$ cat src/wsfd_pkg.sv
`default_nettype none

package wsfd_pkg;

    localparam int unsigned BYTE_W = 8;
    localparam int unsigned LEN_W  = 64;
    localparam int unsigned KEY_W  = 32;
    localparam int unsigned CNT_W  = 4;
    localparam int unsigned IDX_W  = 2;

    localparam logic [6:0] LEN7_EXT16 = 7'd126;
    localparam logic [6:0] LEN7_EXT64 = 7'd127;

    localparam logic [CNT_W-1:0] EXT16_BYTES = 4'd2;
    localparam logic [CNT_W-1:0] EXT64_BYTES = 4'd8;
    localparam logic [CNT_W-1:0] KEY_BYTES   = 4'd4;

    typedef enum logic [4:0] {
        PH_FIRST   = 5'b00001,
        PH_SECOND  = 5'b00010,
        PH_EXTLEN  = 5'b00100,
        PH_KEY     = 5'b01000,
        PH_PAYLOAD = 5'b10000
    } phase_t;

    typedef struct packed {
        logic              vld;
        logic [BYTE_W-1:0] data;
        logic              last;
    } beat_t;

endpackage

`default_nettype wire

$ cat src/wsfd_parser.sv
`default_nettype none

module wsfd_parser (
    input  wire logic                   aclk,
    input  wire logic                   aresetn,
    input  wire logic                   in_take,
    input  wire logic [7:0]             in_byte,
    output wsfd_pkg::beat_t             res
);
    import wsfd_pkg::*;

    phase_t              phase_reg,  phase_next;
    logic [CNT_W-1:0]    cnt_reg,    cnt_next;
    logic [LEN_W-1:0]    len_reg,    len_next;
    logic                mask_reg,   mask_next;
    logic [KEY_W-1:0]    key_reg,    key_next;
    logic [LEN_W-1:0]    rem_reg,    rem_next;
    logic [IDX_W-1:0]    idx_reg,    idx_next;

    logic [6:0]          len7;
    logic [CNT_W-1:0]    cnt_dec;
    logic [LEN_W-1:0]    len_shift;
    logic                hdr_done;
    logic [BYTE_W-1:0]   key_byte;
    logic                last;

    assign len7      = in_byte[6:0];
    assign cnt_dec   = cnt_reg - 4'd1;
    assign len_shift = {len_reg[LEN_W-BYTE_W-1:0], in_byte};
    assign last      = (rem_reg == {{(LEN_W-1){1'b0}}, 1'b1});

    always_comb begin
        case (idx_reg)
            2'd0:    key_byte = key_reg[31:24];
            2'd1:    key_byte = key_reg[23:16];
            2'd2:    key_byte = key_reg[15:8];
            default: key_byte = key_reg[7:0];
        endcase
    end

    always_comb begin
        phase_next = phase_reg;
        cnt_next   = cnt_reg;
        len_next   = len_reg;
        mask_next  = mask_reg;
        key_next   = key_reg;
        rem_next   = rem_reg;
        idx_next   = idx_reg;
        hdr_done   = 1'b0;
        res.vld    = 1'b0;
        res.data   = in_byte;
        res.last   = 1'b0;

        case (phase_reg)
            PH_SECOND: begin
                mask_next = in_byte[7];
                key_next  = '0;
                if (len7 == LEN7_EXT16) begin
                    phase_next = PH_EXTLEN;
                    cnt_next   = EXT16_BYTES;
                    len_next   = '0;
                end else if (len7 == LEN7_EXT64) begin
                    phase_next = PH_EXTLEN;
                    cnt_next   = EXT64_BYTES;
                    len_next   = '0;
                end else begin
                    cnt_next = '0;
                    len_next = {{(LEN_W-7){1'b0}}, len7};
                    hdr_done = 1'b1;
                end
            end
            PH_EXTLEN: begin
                len_next = len_shift;
                cnt_next = cnt_dec;
                hdr_done = (cnt_dec == '0);
            end
            PH_KEY: begin
                key_next = {key_reg[KEY_W-BYTE_W-1:0], in_byte};
                cnt_next = cnt_dec;
                if (cnt_dec == '0) begin
                    if (len_reg == '0) begin
                        phase_next = PH_FIRST;
                    end else begin
                        phase_next = PH_PAYLOAD;
                        rem_next   = len_reg;
                        idx_next   = '0;
                    end
                end
            end
            PH_PAYLOAD: begin
                res.vld  = 1'b1;
                res.data = mask_reg ? (in_byte ^ key_byte) : in_byte;
                res.last = last;
                rem_next = rem_reg - 64'd1;
                idx_next = idx_reg + 2'd1;
                if (last) begin
                    phase_next = PH_FIRST;
                end
            end
            default: begin
                phase_next = PH_SECOND;
            end
        endcase

        if (hdr_done) begin
            if (mask_next) begin
                phase_next = PH_KEY;
                cnt_next   = KEY_BYTES;
                key_next   = '0;
            end else if (len_next == '0) begin
                phase_next = PH_FIRST;
            end else begin
                phase_next = PH_PAYLOAD;
                rem_next   = len_next;
                idx_next   = '0;
            end
        end

        if (!in_take) begin
            res.vld = 1'b0;
        end
    end

    always_ff @(posedge aclk) begin
        if (!aresetn) begin
            phase_reg <= PH_FIRST;
            cnt_reg   <= '0;
            mask_reg  <= 1'b0;
        end else if (in_take) begin
            phase_reg <= phase_next;
            cnt_reg   <= cnt_next;
            mask_reg  <= mask_next;
        end
    end

    always_ff @(posedge aclk) begin
        if (in_take) begin
            len_reg <= len_next;
            key_reg <= key_next;
            rem_reg <= rem_next;
            idx_reg <= idx_next;
        end
    end

endmodule

`default_nettype wire

$ cat src/websocket_frame_decoder.sv
// A payload word appears on m_tdata in the cycle after it is accepted.
// Throughput: one word per cycle; header, length and key words yield no output.
// Input stalls only while the output register holds a word that is not taken.
// Reset (aresetn low, synchronous): parser waits for a frame's first header
// word and the output register is emptied.
`default_nettype none

module websocket_frame_decoder (
    input  wire logic       aclk,
    input  wire logic       aresetn,
    input  wire logic       s_tvalid,
    output logic            s_tready,
    input  wire logic [7:0] s_tdata,   // [7:0] in_byte
    output logic            m_tvalid,
    input  wire logic       m_tready,
    output logic [7:0]      m_tdata,   // [7:0] out_byte
    output logic            m_tlast
);
    import wsfd_pkg::*;

    logic              take;
    beat_t             res;
    logic              m_tvalid_reg;
    logic [BYTE_W-1:0] m_tdata_reg;
    logic              m_tlast_reg;

    assign s_tready = !m_tvalid_reg || m_tready;
    assign take     = s_tvalid && s_tready;

    wsfd_parser u_parser (
        .aclk    (aclk),
        .aresetn (aresetn),
        .in_take (take),
        .in_byte (s_tdata),
        .res     (res)
    );

    always_ff @(posedge aclk) begin
        if (!aresetn) begin
            m_tvalid_reg <= 1'b0;
        end else if (take) begin
            m_tvalid_reg <= res.vld;
        end else if (m_tready) begin
            m_tvalid_reg <= 1'b0;
        end
    end

    always_ff @(posedge aclk) begin
        if (res.vld) begin
            m_tdata_reg <= res.data;
            m_tlast_reg <= res.last;
        end
    end

    assign m_tvalid = m_tvalid_reg;
    assign m_tdata  = m_tdata_reg;
    assign m_tlast  = m_tlast_reg;

endmodule

`default_nettype wire
$ cat config.mk
export PLATFORM = sky130hd
export DESIGN_NAME = websocket_frame_decoder
export DESIGN_NICKNAME = d
export VERILOG_FILES = /design/src/wsfd_pkg.sv /design/src/wsfd_parser.sv /design/src/websocket_frame_decoder.sv
export SDC_FILE = /design/constraint.sdc
export NUM_CORES = 1
export LEC_CHECK = 0
export BUFFER_PORTS_ARGS = -buffer_cell sky130_fd_sc_hd__buf_2
export CAP_MARGIN = 20
export CORE_MARGIN = 5
export CORE_UTILIZATION = 56
export DETAILED_ROUTE_END_ITERATION = 10
export PLACE_DENSITY = 0.72
export SLEW_MARGIN = 20
export SYNTH_ARGS = -nofsm -noshare
export SYNTH_HDL_FRONTEND = slang
export SYNTH_SLANG_ARGS = --single-unit
$ cat constraint.sdc
create_clock -name aclk -period 11.66 [get_ports aclk]
set_clock_uncertainty 0.05 [all_clocks]
set_input_delay 2.915 -clock aclk [delete_from_list [all_inputs] [get_ports aclk]]
set_output_delay 2.915 -clock aclk [all_outputs]
set_load 0.01 [all_outputs]
==> impl_metrics.toml <==
[global_routing]
overflow = 0
antenna_found_initial = 0
grt_pass1_vias = 8981
grt_max_degree = 90
grtUsageTotal_pct = 28.8
grt_pass1_wl_um = 50500

[final_layout]
n_antenna_cell = 0
postLayoutCellArea_um2 = 11800
area_growth_pct = 7.97
fin_nets = 1103
fin_cells = 1361
layout-drive-gt1-share_pct = 10.7
n_fill_cell = 1634

[routing]
avgRoutedWirePerCell_um = 23.5
ant_nets = 0
top_layer = "met4"
wl_um = 32000
route.met2.wl_um = 15300
vias_per_cell = 7.03
wl_met3_um = 2680
vias = 9567
drtIter0Drc = 1179
drc = 0
first_pass_iters = 6
routedLengthMet1_um = 13100

[synth]
ys_top_cells_by_area = "edfxtp_1 (47%), a22o_1 (4.4%), a21oi_1 (4.0%)"
avgSynthCellArea_um2 = 9.83
synth_area_um2 = 10900
yosys_warnings = 0
synth_seq_cells = 182
synth_nets = 1128
synth_compound_area_share_pct = 23.3
yosys.area_share.xor_xnor_pct = 0.804
synthDistinctLibCells = 69
synth_edf_count = 171
synthCells = 1108
seq_area_frac_synth_pct = 49.2
async_reset_ff_share_pct = 0
ys.flop_type = "edfxtp_1"
yosysTopAreaCell = "edfxtp_1"
synthMuxAreaShare_pct = 3.69
synth_fa_ha_area_share_pct = 0.919
synth_simple_gate_area_share_pct = 18.0
netlist.area_leader.share_pct = 47.1
synth_top_family_by_area = "compound AO/OA/AOI/OAI gates"

[hold_path]
min_path_cells = 2
hp-class = "reg2reg"
min-delay-start = "u_parser.mask_reg$_SDFFE_PN0P_"
hold_end = "u_parser.mask_reg$_SDFFE_PN0P_"

[die]
num_rows = 51
dieHeight_um = 149
fp.dieW_um = 149
coreArea_um2 = 19300
start_util_pct = 56.3
ios = 23
die-area_um2 = 22300

[place]
hpwl_um = 20600
place_inst = 1329
place_area_um2 = 11200
gp_congestion = 0.912
portBuffers = 22

[power_and_ir_drop]
peakVddDrop_v = 0.000108
total_leakage_power_nw = 4.07
p_per_area_nw_per_um2 = 133

[worst_setup_path]
worst-setup-path-type = "in2out"
cpMostUsedCell = "buf_2"
regToRegEndpoint = "u_parser.rem_reg[17]$_DFFE_PP_"
crit_family = "buffers and inverters"
start_kind = "input port"
slowest_delay_ns = 0.16
worst_path_max_delay_cell = "nand2b_1"
critPathMaxFanout = 3
cp_data_required_time_ns = 8.70
crit_chain = "buf_2 -> nand2b_1 -> buf_2"
rr_startpoint = "u_parser.phase_reg[1]$_SDFFE_PN0P_"
cp.arrival_ns = 3.31
reg2reg_slack_ns = 7.33
cp-end-kind = "output port"
crit_start = "m_tready"
r2r_cells = 9
path_buf_inv = 2

[sta]
tns_ns = 0
fmax_mhz = 159
setup_viol_count_final = 0
hold_violations = 0
rsz0062_at_grt = "no"
slew_headroom_pct = 31.7
fin_crit_sh_pct = 53.8
finalMaxSlewViolations = 0
tightest_slew_ns = 1.02
layout_min_cycle_time_ns = 6.28

[clock_network]
clock_path_buffers = 2
postCtsHoldBufs = 0
cts-resized-gates = 0
clock-sinks = 182
cts_setup_buffers = 0
h-tree-depth = 4
path_clk_slew_ns = 0.07
cts_inserted_buffers = 17
clock-root-buffer = "clkbuf_16"
cts_tree = "done"
clock_latency_ns = 0.44

[run]
drv_cap = 0

[run_status]
status = "finished clean"
==> Yosys cell counts, types with 4 or more instances <==
cell type / instances
edfxtp_1: 171
nand2_1: 103
a21oi_1: 88
nor2_1: 77
clkbuf_1: 72
a22o_1: 55
nand3_1: 54
o21ai_0: 45
a211oi_1: 43
nor3_1: 42
inv_1: 31
nor4_1: 28
mux2_2: 25
a31oi_1: 22
or4_1: 16
or3_1: 13
a221o_1: 12
mux2i_1: 12
dfxtp_1: 11
a221oi_1: 10
a222oi_1: 10
nand4_1: 10
nand2b_1: 9
nor2b_1: 9
o211ai_1: 9
o31ai_1: 9
xor2_1: 9
a21boi_0: 8
ha_1: 8
buf_1: 7
a211o_1: 6
and3_1: 6
buf_2: 6
o2111ai_1: 6
a22oi_1: 5
or2_2: 5
a32o_1: 4
==> cell usage in the layout (no fill, tap or decap), drive strengths merged, types with 4 or more instances in the layout <==
master | netlist | routed
edfxtp | 171 | 171
nand2 | 103 | 103
a21oi | 88 | 88
nor2 | 77 | 77
a22o | 55 | 55
nand3 | 54 | 54
o21ai | 45 | 45
a211oi | 43 | 43
nor3 | 42 | 42
buf | 13 | 41
inv | 31 | 32
nor4 | 29 | 29
mux2 | 25 | 25
a31oi | 22 | 22
clkbuf | 72 | 21
or4 | 18 | 18
or3 | 15 | 15
a221o | 13 | 13
mux2i | 12 | 12
dfxtp | 11 | 11
nand4 | 10 | 10
a221oi | 10 | 10
a222oi | 10 | 10
nand2b | 9 | 9
xor2 | 9 | 9
o31ai | 9 | 9
nor2b | 9 | 9
o211ai | 9 | 9
a21boi | 9 | 9
ha | 8 | 8
o2111ai | 6 | 6
a211o | 6 | 6
and3 | 6 | 6
a22oi | 5 | 5
or2 | 5 | 5
clkinvlp | 0 | 5
a32o | 4 | 4
and2 | 4 | 4
clkinv | 0 | 4
==> layout make-up <==
cell class	count	area, um^2	share of cell area [%]
clock inverter	11	104	0.883
clock buffer	21	450	3.83
inverter	31	121	1.03
timing repair buffer	41	253	2.15
sequential	182	5360	45.5
tap	265	332	2.82
multi-input combinational	810	5150	43.8
==> report_power, final <==
group	leakage (nW)	total (mW)	internal [mW]	switching [mW]
logic	2.05	0.167	0.0696	0.0977
clock network	0.256	0.557	0.300	0.256
registers	1.76	0.840	0.780	0.0602
total	4.07	1.56	1.15	0.414
==> worst max-delay path by stage <==
stage	end	slack, ns	cells after the start
final	s_tready	5.38	3
after global routing	s_tready	5.35	3
after CTS	s_tready	5.38	3
after detailed placement	u_parser.rem_reg[37]$_DFFE_PP_	5.14	10
after global placement	u_parser.rem_reg[10]$_DFFE_PP_	5.20	10
after floorplan	u_parser.cnt_reg[2]$_SDFFE_PN0P_	4.52	5
==> per-layer routing <==
layer | vias up | track usage [%]
met5 | - | 0
met4 | 0 | 9.98
met3 | 84 | 5.42
met2 | 519 | 45.9
met1 | 4655 | 39.7
li1 | 4309 | -
==> cells by family after synthesis <==
logic type      count (synthesis)
simple gates                  394
compound gates                361
flops                         182
buf+inv                       116
mux                            37
xor+xnor                       10
fa+ha+maj                       8
==> metrics by stage <==
stage	utilization [%]	hold WS (ns)	power, mW	worst slack [ns]
finish	60.8	0.458	1.56	5.38
global route	60.8	0.493	1.62	5.35
CTS	60.8	0.459	1.56	5.38
detailed placement	58.0	0.448	1.01	5.14
global placement	58.0	0.437	1.01	5.20
floorplan	-	0.420	0.954	4.52
==> worst reg2reg max path: stages, from the launching register on <==
cell and delay [ns]:
dfxtp_1 0.79, nor2_1 0.37, nand3_2 0.46, buf_4 0.56, a211o_1 0.24, o21a_1 0.51, buf_4 0.36, o21ai_0 0.13
a221o_1 0.35, mux2_2 0.27
(Power assumes the default switching activity.)
